$ cat config.mk
export PLATFORM = sky130hd
export DESIGN_NAME = tls_hello_max_frag_len_rewriter_core
export DESIGN_NICKNAME = d
export VERILOG_FILES = /design/src/design/tlsmfl_pkg.sv /design/src/design/tlsmfl_front.sv /design/src/design/tlsmfl_fifo.sv /design/src/design/tls_hello_max_frag_len_rewriter_core.sv
export SDC_FILE = /design/constraint.sdc
export NUM_CORES = 1
export LEC_CHECK = 0
export BUFFER_PORTS_ARGS = -buffer_cell sky130_fd_sc_hd__buf_2
export CORE_UTILIZATION = 63
export CTS_CLUSTER_DIAMETER = 60
export CTS_CLUSTER_SIZE = 24
export DETAILED_ROUTE_END_ITERATION = 10
export GPL_TIMING_DRIVEN = 0
export PLACE_DENSITY = 0.9
export SLEW_MARGIN = 15
export SYNTH_ARGS = -nofsm -noshare
export SYNTH_HDL_FRONTEND = slang
export SYNTH_HIERARCHICAL = 1
export SYNTH_SLANG_ARGS = --single-unit
$ cat constraint.sdc
create_clock -name clk -period 7.3 [get_ports clk]
set_input_delay 1.46 -clock clk [delete_from_list [all_inputs] [get_ports clk]]
set_output_delay 1.46 -clock clk [all_outputs]
set_load 0.05 [all_outputs]
$ cat src/design/tlsmfl_pkg.sv
// Shared types and constants for the TLS hello max_fragment_length rewriter.
package tlsmfl_pkg;

	localparam int LengthBitsDefault = 16;
	localparam int FifoDepthDefault = 4;
	localparam int SumBits = 18;

	localparam logic [7:0] REC_HANDSHAKE = 8'd22;
	localparam logic [7:0] HELLO_CLIENT = 8'h01;
	localparam logic [7:0] HELLO_SERVER = 8'h02;
	localparam logic [SumBits-1:0] SID_OFFSET = SumBits'(38);
	localparam logic [15:0] EXT_MAX_FRAG = 16'h0001;

	localparam logic CFG_MATCH_VALUE = 1'b0;
	localparam logic CFG_NEW_VALUE = 1'b1;

	typedef enum logic [2:0] {
		ST_ALTERED = 3'd0,
		ST_NO_HANDSHAKE = 3'd1,
		ST_NO_HELLO = 3'd2,
		ST_NO_EXTENSION = 3'd3,
		ST_DIR_MISMATCH = 3'd4,
		ST_VALUE_MISMATCH = 3'd5
	} status_t;

	typedef enum logic [11:0] {
		PH_RTYPE = 12'b0000_0000_0001,
		PH_SKIPLEN = 12'b0000_0000_0010,
		PH_HSLEN = 12'b0000_0000_0100,
		PH_HELLO = 12'b0000_0000_1000,
		PH_SID = 12'b0000_0001_0000,
		PH_CSLEN = 12'b0000_0010_0000,
		PH_COMP = 12'b0000_0100_0000,
		PH_EXTLEN = 12'b0000_1000_0000,
		PH_ETYPE = 12'b0001_0000_0000,
		PH_ELEN = 12'b0010_0000_0000,
		PH_VAL = 12'b0100_0000_0000,
		PH_DONE = 12'b1000_0000_0000
	} phase_t;

	typedef struct packed {
		logic [7:0] out_byte;
		logic last;
		status_t status;
	} result_t;

endpackage

$ cat src/design/tlsmfl_front.sv
// Front end: configuration registers and per-byte hello parser.
module tlsmfl_front #(
	parameter int LengthBits = tlsmfl_pkg::LengthBitsDefault
) (
	input logic clk,
	input logic arst_n,
	input logic cfg_we,
	input logic [7:0] cfg_index,
	input logic [7:0] cfg_data,
	input logic take,
	input logic [7:0] data_byte,
	input logic [15:0] packet_length,
	input logic dir_srv,
	output tlsmfl_pkg::result_t result
);
	import tlsmfl_pkg::*;

	localparam int W = SumBits;

	logic [7:0] match_q, newval_q;
	logic [LengthBits-1:0] pos_q, pos_d;
	phase_t ph_q, ph_d;
	logic [W-1:0] nb_q, nb_d, re_q, re_d, ee_q, ee_d;
	logic [7:0] acc_q, acc_d;
	logic server_q, server_d;
	logic tgt_q, tgt_d;
	status_t rc_q, rc_d;

	always_ff @(posedge clk or negedge arst_n) begin
		if (!arst_n) begin
			match_q <= 8'd0;
			newval_q <= 8'd1;
		end else if (cfg_we && cfg_index[7:1] == 7'd0) begin
			if (cfg_index[0] == CFG_MATCH_VALUE) match_q <= cfg_data;
			else newval_q <= cfg_data;
		end
	end

	always_comb begin
		logic [W-1:0] posw, pos1, plenw, bw, vw, n;
		logic hi, lo, last;
		logic [15:0] v;
		posw = W'(pos_q);
		pos1 = posw + W'(1);
		plenw = W'(packet_length[LengthBits-1:0]);
		bw = W'(data_byte);
		v = {acc_q, data_byte};
		vw = W'(v);
		hi = (posw == nb_q);
		lo = (posw == nb_q + W'(1));
		n = '0;
		ph_d = ph_q; nb_d = nb_q; re_d = re_q; ee_d = ee_q; acc_d = acc_q;
		server_d = server_q; tgt_d = tgt_q; rc_d = rc_q;
		result.out_byte = data_byte;
		case (ph_q)
			PH_RTYPE: if (hi) begin
				ph_d = (data_byte == REC_HANDSHAKE) ? PH_HSLEN : PH_SKIPLEN;
				nb_d = posw + W'(3);
			end
			PH_SKIPLEN: if (hi) acc_d = data_byte;
			else if (lo) begin
				n = pos1 + vw;
				if (n >= plenw) begin ph_d = PH_DONE; rc_d = ST_NO_HANDSHAKE; end
				else begin nb_d = n; ph_d = PH_RTYPE; end
			end
			PH_HSLEN: if (hi) acc_d = data_byte;
			else if (lo) begin
				n = pos1 + vw;
				if (n > plenw || v == 16'd0) begin ph_d = PH_DONE; rc_d = ST_NO_HELLO; end
				else begin re_d = n; nb_d = pos1; ph_d = PH_HELLO; end
			end
			PH_HELLO: if (hi) begin
				if (data_byte != HELLO_CLIENT && data_byte != HELLO_SERVER) begin
					ph_d = PH_DONE; rc_d = ST_NO_HELLO;
				end else begin
					server_d = (data_byte == HELLO_SERVER);
					n = posw + SID_OFFSET;
					if (n + W'(1) > re_q) begin ph_d = PH_DONE; rc_d = ST_NO_EXTENSION; end
					else begin nb_d = n; ph_d = PH_SID; end
				end
			end
			PH_SID: if (hi) begin
				n = pos1 + bw;
				if (!server_q) begin
					if (n + W'(2) > re_q) begin ph_d = PH_DONE; rc_d = ST_NO_EXTENSION; end
					else begin nb_d = n; ph_d = PH_CSLEN; end
				end else begin
					n = n + W'(2);
					if (n + W'(1) > re_q) begin ph_d = PH_DONE; rc_d = ST_NO_EXTENSION; end
					else begin nb_d = n; ph_d = PH_COMP; end
				end
			end
			PH_CSLEN: if (hi) acc_d = data_byte;
			else if (lo) begin
				n = pos1 + vw;
				if (n + W'(1) > re_q) begin ph_d = PH_DONE; rc_d = ST_NO_EXTENSION; end
				else begin nb_d = n; ph_d = PH_COMP; end
			end
			PH_COMP: if (hi) begin
				n = pos1 + bw;
				if (n + W'(2) > re_q) begin ph_d = PH_DONE; rc_d = ST_NO_EXTENSION; end
				else begin nb_d = n; ph_d = PH_EXTLEN; end
			end
			PH_EXTLEN: if (hi) acc_d = data_byte;
			else if (lo) begin
				n = pos1 + vw;
				if (n > re_q || v < 16'd4) begin ph_d = PH_DONE; rc_d = ST_NO_EXTENSION; end
				else begin ee_d = n; nb_d = pos1; ph_d = PH_ETYPE; end
			end
			PH_ETYPE: if (hi) acc_d = data_byte;
			else if (lo) begin
				tgt_d = (v == EXT_MAX_FRAG);
				nb_d = pos1;
				ph_d = PH_ELEN;
			end
			PH_ELEN: if (hi) acc_d = data_byte;
			else if (lo) begin
				n = pos1 + vw;
				if (tgt_q) begin
					if (v == 16'd0 || n > ee_q) begin ph_d = PH_DONE; rc_d = ST_NO_EXTENSION; end
					else begin nb_d = pos1; ph_d = PH_VAL; end
				end else begin
					if (n + W'(4) > ee_q) begin ph_d = PH_DONE; rc_d = ST_NO_EXTENSION; end
					else begin nb_d = n; ph_d = PH_ETYPE; end
				end
			end
			PH_VAL: if (hi) begin
				ph_d = PH_DONE;
				if (dir_srv == server_q) begin
					if (data_byte == match_q) begin
						result.out_byte = newval_q;
						rc_d = ST_ALTERED;
					end else rc_d = ST_VALUE_MISMATCH;
				end else rc_d = ST_DIR_MISMATCH;
			end
			default: ;
		endcase
		last = (pos1 >= plenw);
		result.last = last;
		result.status = ST_ALTERED;
		pos_d = pos_q + LengthBits'(1);
		if (last) begin
			case (ph_d)
				PH_DONE: result.status = rc_d;
				PH_RTYPE, PH_SKIPLEN: result.status = ST_NO_HANDSHAKE;
				PH_HSLEN, PH_HELLO: result.status = ST_NO_HELLO;
				default: result.status = ST_NO_EXTENSION;
			endcase
			pos_d = '0; ph_d = PH_RTYPE; nb_d = '0; re_d = '0; ee_d = '0; acc_d = '0;
			server_d = 1'b0; tgt_d = 1'b0; rc_d = ST_ALTERED;
		end
	end

	always_ff @(posedge clk or negedge arst_n) begin
		if (!arst_n) begin
			pos_q <= '0; ph_q <= PH_RTYPE; nb_q <= '0; re_q <= '0; ee_q <= '0;
			acc_q <= '0; server_q <= 1'b0; tgt_q <= 1'b0; rc_q <= ST_ALTERED;
		end else if (take) begin
			pos_q <= pos_d; ph_q <= ph_d; nb_q <= nb_d; re_q <= re_d; ee_q <= ee_d;
			acc_q <= acc_d; server_q <= server_d; tgt_q <= tgt_d; rc_q <= rc_d;
		end
	end

endmodule

$ cat src/design/tlsmfl_fifo.sv
// Back end: result queue that drives the output stream.
module tlsmfl_fifo #(
	parameter int Depth = tlsmfl_pkg::FifoDepthDefault
) (
	input logic clk,
	input logic arst_n,
	input logic push,
	input tlsmfl_pkg::result_t push_data,
	input logic pop,
	output tlsmfl_pkg::result_t head,
	output logic not_empty,
	output logic not_full,
	output logic [$clog2(Depth+1)-1:0] level
);
	import tlsmfl_pkg::*;

	localparam int PB = (Depth > 1) ? $clog2(Depth) : 1;
	localparam int CB = $clog2(Depth+1);

	result_t mem [Depth];
	logic [PB-1:0] wr_q, rd_q;
	logic [CB-1:0] cnt_q;

	function automatic logic [PB-1:0] bump(input logic [PB-1:0] p);
		return (p == PB'(Depth - 1)) ? '0 : p + PB'(1);
	endfunction

	always_ff @(posedge clk) begin
		if (push) mem[wr_q] <= push_data;
	end

	always_ff @(posedge clk or negedge arst_n) begin
		if (!arst_n) begin
			wr_q <= '0; rd_q <= '0; cnt_q <= '0;
		end else begin
			if (push) wr_q <= bump(wr_q);
			if (pop) rd_q <= bump(rd_q);
			if (push && !pop) cnt_q <= cnt_q + CB'(1);
			else if (pop && !push) cnt_q <= cnt_q - CB'(1);
		end
	end

	assign head = mem[rd_q];
	assign not_empty = (cnt_q != '0);
	assign not_full = (cnt_q != CB'(Depth));
	assign level = cnt_q;

endmodule

$ cat src/design/tls_hello_max_frag_len_rewriter_core.sv
// Top level of the TLS hello max_fragment_length rewriter.
//  channel   dir  handshake              payload
//  s_axis    in   s_axis_tvalid/tready   tdata: data_byte, packet_length, dir_srv
//  m_axis    out  m_axis_tvalid/tready   tdata: out_byte; tlast: last; tuser: status
//  cfg       in   cfg_valid/cfg_ready    cfg_index, cfg_data
// One byte per cycle while the queue has room; the parser decides each byte in the cycle it is taken.
// Each result is registered into a FifoDepth-entry queue (four by default) that drives m_axis.
// The input stalls only while that queue is full; cfg is always ready.
// Reset returns the parser to the record header phase and empties the queue.
module tls_hello_max_frag_len_rewriter_core #(
	parameter int LengthBits = tlsmfl_pkg::LengthBitsDefault,
	parameter int FifoDepth = tlsmfl_pkg::FifoDepthDefault
) (
	input logic clk,
	input logic arst_n,
	input logic s_axis_tvalid,
	output logic s_axis_tready,
	input logic [31:0] s_axis_tdata, // data_byte[7:0], packet_length[23:8], dir_srv[24]
	output logic m_axis_tvalid,
	input logic m_axis_tready,
	output logic [7:0] m_axis_tdata, // out_byte[7:0]
	output logic m_axis_tlast,
	output logic [2:0] m_axis_tuser, // status[2:0]
	input logic cfg_valid,
	output logic cfg_ready,
	input logic [7:0] cfg_index,
	input logic [7:0] cfg_data
);
	import tlsmfl_pkg::*;

	logic take, pop, not_full;
	result_t res, head;
	logic [$clog2(FifoDepth+1)-1:0] level;

	assign cfg_ready = 1'b1;
	assign s_axis_tready = not_full;
	assign take = s_axis_tvalid && not_full;
	assign pop = m_axis_tvalid && m_axis_tready;

	tlsmfl_front #(.LengthBits(LengthBits)) u_front (
		.clk(clk), .arst_n(arst_n),
		.cfg_we(cfg_valid), .cfg_index(cfg_index), .cfg_data(cfg_data),
		.take(take),
		.data_byte(s_axis_tdata[7:0]),
		.packet_length(s_axis_tdata[23:8]),
		.dir_srv(s_axis_tdata[24]),
		.result(res)
	);

	tlsmfl_fifo #(.Depth(FifoDepth)) u_fifo (
		.clk(clk), .arst_n(arst_n),
		.push(take), .push_data(res), .pop(pop),
		.head(head), .not_empty(m_axis_tvalid), .not_full(not_full), .level(level)
	);

	assign m_axis_tdata = head.out_byte;
	assign m_axis_tlast = head.last;
	assign m_axis_tuser = head.status;

`ifndef SYNTHESIS
	a_status_on_last: assert property (@(posedge clk) disable iff (!arst_n)
		m_axis_tvalid && m_axis_tuser != ST_ALTERED |-> m_axis_tlast)
		else $error("status without last");
	a_level_bound: assert property (@(posedge clk) disable iff (!arst_n)
		level <= ($clog2(FifoDepth+1))'(FifoDepth))
		else $error("queue overflow");
	a_fill: assert property (@(posedge clk) disable iff (!arst_n)
		take && !pop |=> m_axis_tvalid)
		else $error("pushed word lost");
`endif

endmodule

Yosys cells after proc, flatten, opt, wreduce, memory -nomap -nowiden
Memory sizes are Yosys's and may differ from the RTL's.
Index checks and enable logic that the tools add are counted.
- logic and storage cells: 261
- memory bits (writable): 48
- memories kept: 1
- register bits after elaboration: 118
- output and inout port bits: 15
- memories (name ; words ; width ; read ports ; clocked after Yosys merged registers in ; wr ports ; RTL line ; source):
    u_fifo.mem ; 4 ; 12 ; 1 ; 0 ; 1 ; tlsmfl_fifo.sv:20 ; result_t mem [Depth];
- $lt $le $gt $ge: 11
- reductions and logical operators: 34
- equality and inequality tests: 57
- $add $sub $neg: 16
- mux-type cells: 127
- bitwise operators: 1
- operator list (kind ; count):
    18-bit two-way mux ; 39
    12-bit two-way mux ; 31
    18-bit one-hot mux with 10 select lines ; 1
    12-bit one-hot mux with 11 select lines ; 1
    18-bit > comparator ; 7
    3-bit two-way mux ; 33
    18-bit by 1-bit adder with 18-bit output (second input constant) ; 4
    8-bit two-way mux ; 7
    16-bit by 18-bit == test with 1-bit output ; 2
    18-bit by 16-bit >= comparator with 1-bit output ; 2
    3-bit by 2-bit inequality test with 1-bit output (second input constant) ; 12
    3-bit by 1-bit inequality test with 1-bit output (second input constant) ; 10
    3-bit one-hot mux with 9 select lines ; 1
    27-bit AND reduction ; 1
    12-bit by 1-bit == test with 1-bit output (second input constant) ; 2
    12-bit by 2-bit == test with 1-bit output (second input constant) ; 2
    12-bit by 3-bit == test with 1-bit output (second input constant) ; 2
    12-bit by 4-bit == test with 1-bit output (second input constant) ; 2
    18-bit by 16-bit adder with 18-bit output ; 1
    18-bit by 2-bit adder with 18-bit output (second input constant) ; 1
    18-bit by 3-bit adder with 18-bit output (second input constant) ; 1
    18-bit by 8-bit adder with 18-bit output ; 1
    18-bit by 16-bit > comparator with 1-bit output ; 1
    16-bit by 1-bit adder with 17-bit output (second input constant) ; 1
    other kinds (46) ; 81

Logic depth before layout (Yosys ltp)
- word-level depth: 13
- gate-level depth with buffers: 30
- mapped depth without buffers: 28

Hierarchy
Netlist, hierarchy kept.
- modules (own cells, without submodules) (module ; times used ; area an instance (um2) ; cells an instance):
    tlsmfl_front ; 1 ; 14462.6 ; 1832
    tlsmfl_fifo ; 1 ; 2174.6 ; 101
    tls_hello_max_frag_len_rewriter_core ; 1 ; 23.8 ; 4

Least setup slack after synthesis
Ideal clock, no wire load.
- path kind: input -> register
- from: in s_axis_tdata[0]
- to: mem u_fifo/mem[0][1] (netlist bit), data pin
- arrival: 6.607 ns
- cell stages on the path: 24
- data required time: 7.020 ns
- buffers on the path: 0
- library setup time: 0.280 ns
- setup slack: 0.413 ns
- path through: ha_1 fa_1 xor2_1 ha_1 and4bb_1 and3_2 nand2_2 nor3b_2 xor2_1 nand3_1 nor2_1 xnor2_1 ha_1 nand4_1 or4_1 mux2i_1 a31oi_1 a32oi_1 o221ai_1 a211oi_1 a21boi_0 o21a_1 o22ai_1 a21oi_1
- RTL lines (element ; RTL line ; source):
    start: declaration ; tls_hello_max_frag_len_rewriter_core.sv:18 ; input logic [31:0] s_axis_tdata,
    end: declaration ; tlsmfl_fifo.sv:20 ;

==> results.md <==
* Initial DRC count at 2734
* Kind of critical path: reg2reg
* Routability cong. at 1.06
* GR Util All Layers at 47.8%
* Synthesized cell area at 16700 sq um
* Failing checks: negative setup slack
* Register-to-register setup slack at -0.40 ns
* Startpoint Class: register
* Non-Filler Instances at 2426
* Clock Skew at 0.0302 ns
* Hold_sp: u_front/re_q[4]$_DFFE_PN0P_
* CP Max Fanout at 10
* R2r startpoint: u_front/pos_q[2]$_DFFE_PN0P_
* Die W at 165 um
* FF-to-FF End: u_fifo/mem[3][2]$_DFFE_PP_
* Final Max Slew Viols at 0
* Clock share of power at 9.9%
* GR peak layer: met2
* HPWL after DPL at 48300 um
* Fmax at 0.130 GHz
* Worst endpoint required time at 7.51 ns
* Global route overflow at 0
* Most used DFF post-synth: dfrtp_1
* I/O Buffers at 59
* Slowest CP cell: dfrtp_2
* Clock Tree Buf Depth at 2
* Synth Instances at 1937
* Clock sink total at 166
* Total of max-cap violations at 0
* Net Sw Frac at 54.3%
* Ys Warns at 6
* Fin Setup TNS at -9.84 ns
* Yosys reg bits at 166
* Largest net degree at the start of global routing at 80
* WP data arrival at 7.90 ns
* PD cells at 518 nW/um^2
* Fin. Hold Viols at 0
* Fin crit share at 105%
* Synth unique cells at 108
* Most frequent cells in the layout: 208 x nand2_1, 178 x ha_1, 130 x o21ai_0
* Initial antenna violation count at 0
* Mapped Avg Cell Area at 8.60 sq um
* Reported net switching power at 5470 uW
* Area of the multi-input gates at 12300 sq um
* Max VDD drop at 535 uV
* Worst hold path type: reg2reg
* Slew headroom at 27.6%
* Ys async rst share at 71.1%
* CTS Hold Bufs at 0
* M3 GR Usage at 15.0%
* Row cnt at 59
* Fill cell count at 1805
* Synth area leader: dfrtp_1
* Fin nets at 2321
* Htree depth at 4
* Commonest non-fill, non-tap cell in the layout: nand2_1
* Post-synthesis sequential area ratio at 26.4%
* Largest stage delay, worst path at 0.51 ns
* Num CTS Buffers at 17
* Vias in the first global route at 16500
* Clock latency on the worst-skew pair at 0.46 ns
* Worst setup margin at -0.397 ns
* CTS tree: yes
* Register area at 4400 sq um
* Flop pwr share at 14.1%
* Internal at 4610 uW
* Chip height at 165 um
* Placed insts at 2334
* Met1 Track Usage GR at 60.1%
* Comb power frac at 76.0%
* Routed Antenna Nets at 0
* Min Clock Period, post-route at 7.70 ns
* Starting Density at 64.1%
* First-pass GRT wire length at 95700 um
* Hold depth at 2
* Share of cells above drive strength 1 at 20.2%
* CTS root buf: clkbuf_16
* Core area at 26000 sq um
* Worst slew pin tran at 1.09 ns
* Number of flops mapped to enable cells by yosys at 48
* Total number of vias at 17400
* Routed len/inst at 27.3 um
* Area growth from synthesis to layout at 16.9%
* Largest cells by area after synthesis: dfrtp_1 17%, ha_1 14%, edfxtp_1 8.7%, xnor2_1 4.8%, nand2_1 4.7%
* Status: finished, violations left
* Yosys top cell area share at 17.4%
* Clk slew on worst S/H paths at 0.08 ns
* Reg2Reg Depth at 30
* Die footprint at 27100 sq um
* Critical Path End Type: register
* Setup Viol. Count Final at 32
* WHS Endpoint: u_front/re_q[4]$_DFFE_PN0P_
* Vias/cell at 7.19
* WHS at 0.483 ns
* Drt pass-1 iters at 7
* GRT met2 Usage at 70.6%
* # IOs at 68
* Wirelength, routed at 66200 um
* Residual DRC count at 0
* LEAKAGE at 0.00842 uW
-- metal layers --
layer / vias to the layer above / part of all wire (%)
met3: 346 / 13
met5: - / 0
met2: 1351 / 42
met4: 0 / 7.5
met1: 8324 / 37
li1: 7413 / -
-- cells in the mapped netlist (27+ instances only) --
| master | number |
|---|---|
| edfxtp_1 | 48 |
| o21ai_0 | 136 |
| nor2_1 | 113 |
| nand3_1 | 73 |
| dfrtp_1 | 116 |
| clkbuf_1 | 44 |
| ha_1 | 190 |
| nand2_1 | 209 |
| xnor2_1 | 91 |
| nor3_1 | 32 |
| mux2_2 | 27 |
| inv_1 | 107 |
| a21oi_1 | 113 |
| xor2_1 | 68 |
| nand4_1 | 51 |
-- critical path: cells and delay by family, from the launching register on --
family | cells | cell delay (ns)
xor+xnor | 3 | 0.59
fa+ha+maj | 3 | 0.95
flops | 1 | 0.51
compound gates | 11 | 2.71
simple gates | 9 | 1.89
buf+inv | 4 | 0.79
-- how the worst max path moves through the flow --
stage | slack [ns] | from | cells after the start | endpoint
final | -0.40 | u_front/pos_q[2]$_DFFE_PN0P_ | 30 | u_fifo/mem[3][2]$_DFFE_PP_
after global routing | -0.39 | u_front/pos_q[2]$_DFFE_PN0P_ | 30 | u_fifo/mem[3][2]$_DFFE_PP_
after CTS | 0.006 | s_axis_tdata[1] | 26 | u_fifo/mem[0][1]$_DFFE_PP_
after detailed placement | -1.74 | s_axis_tdata[0] | 21 | u_fifo/mem[0][0]$_DFFE_PP_
after global placement | -1.77 | u_front/pos_q[1]$_DFFE_PN0P_ | 22 | u_fifo/mem[0][0]$_DFFE_PP_
after floorplan | 0.41 | s_axis_tdata[0] | 24 | u_fifo/mem[0][1]$_DFFE_PP_
-- what timing repair did --
| action | in CTS | in global routing |
|---|---|---|
| cloned | 0 | 0 |
| hold endpoints to repair | 0 | 0 |
| gates resized for setup | 91 | 80 |
| pin swaps | 11 | 38 |
| setup endpoints to repair | 61 | 50 |
| setup buffers | 21 | 39 |
-- stage by stage --
stage	instance area [sq um]	total power, uW	setup slack [ns]	utilization, %
final	19500	10100	-0.397	75.0
after global routing	19500	10600	-0.394	75.0
after CTS	18800	9100	0.00556	72.2
after detailed placement	17400	7670	-1.74	67.1
after global placement	17400	7360	-1.77	66.9
after floorplan	16700	5810	0.413	-
-- cells by family after synthesis --
| family | after synthesis | share of synthesized area (%) |
|---|---|---|
| xor gates and xnor gates | 165 | 8.94 |
| adders and majority gates | 192 | 14.5 |
| buffers and inverters | 196 | 5.19 |
| AOI/OAI and AO/OA | 497 | 19.7 |
| DFF | 166 | 26.4 |
| muxes | 48 | 4.08 |
| and+or+nand+nor | 671 | 21.2 |
| other | 2 | 0.0451 |
-- registers in the layout (all words and copies together) (netlist names) --
name and cells:
u_front/re_q 18, u_front/ee_q 18, u_front/pos_q 16, u_fifo/level 3, u_front/nb_q 18, u_front/server_q 1, u_fifo/wr_q 2, u_fifo/rd_q 2
u_front/acc_q 8, u_front/tgt_q 1, u_front/match_q 8, u_front/rc_q 3, u_fifo/mem 48, u_front/newval_q 8, u_front/ph_q 12
-- layout make-up --
cell class,count,area share [%]
diodes,2,0.0257
plain buffers,85,2.43
clock inverters,14,0.893
flip-flops and latches,166,22.6
multi-input cells,1577,63.3
well taps,335,2.15
clock buffers,18,2.31
inverters,109,2.11
repair buffers,120,4.19
-- power groups by stage --
stage / Combinational [uW] / Clock (uW) / Sequential (uW)
after detailed placement: 6240 / 0 / 1430
after floorplan: 4460 / 0 / 1350
after global placement: 5950 / 0 / 1410
after CTS: 6700 / 989 / 1410
after global routing: 8130 / 1030 / 1440
final: 7670 / 998 / 1420
No activity file was read; power rests on OpenSTA's default activity.
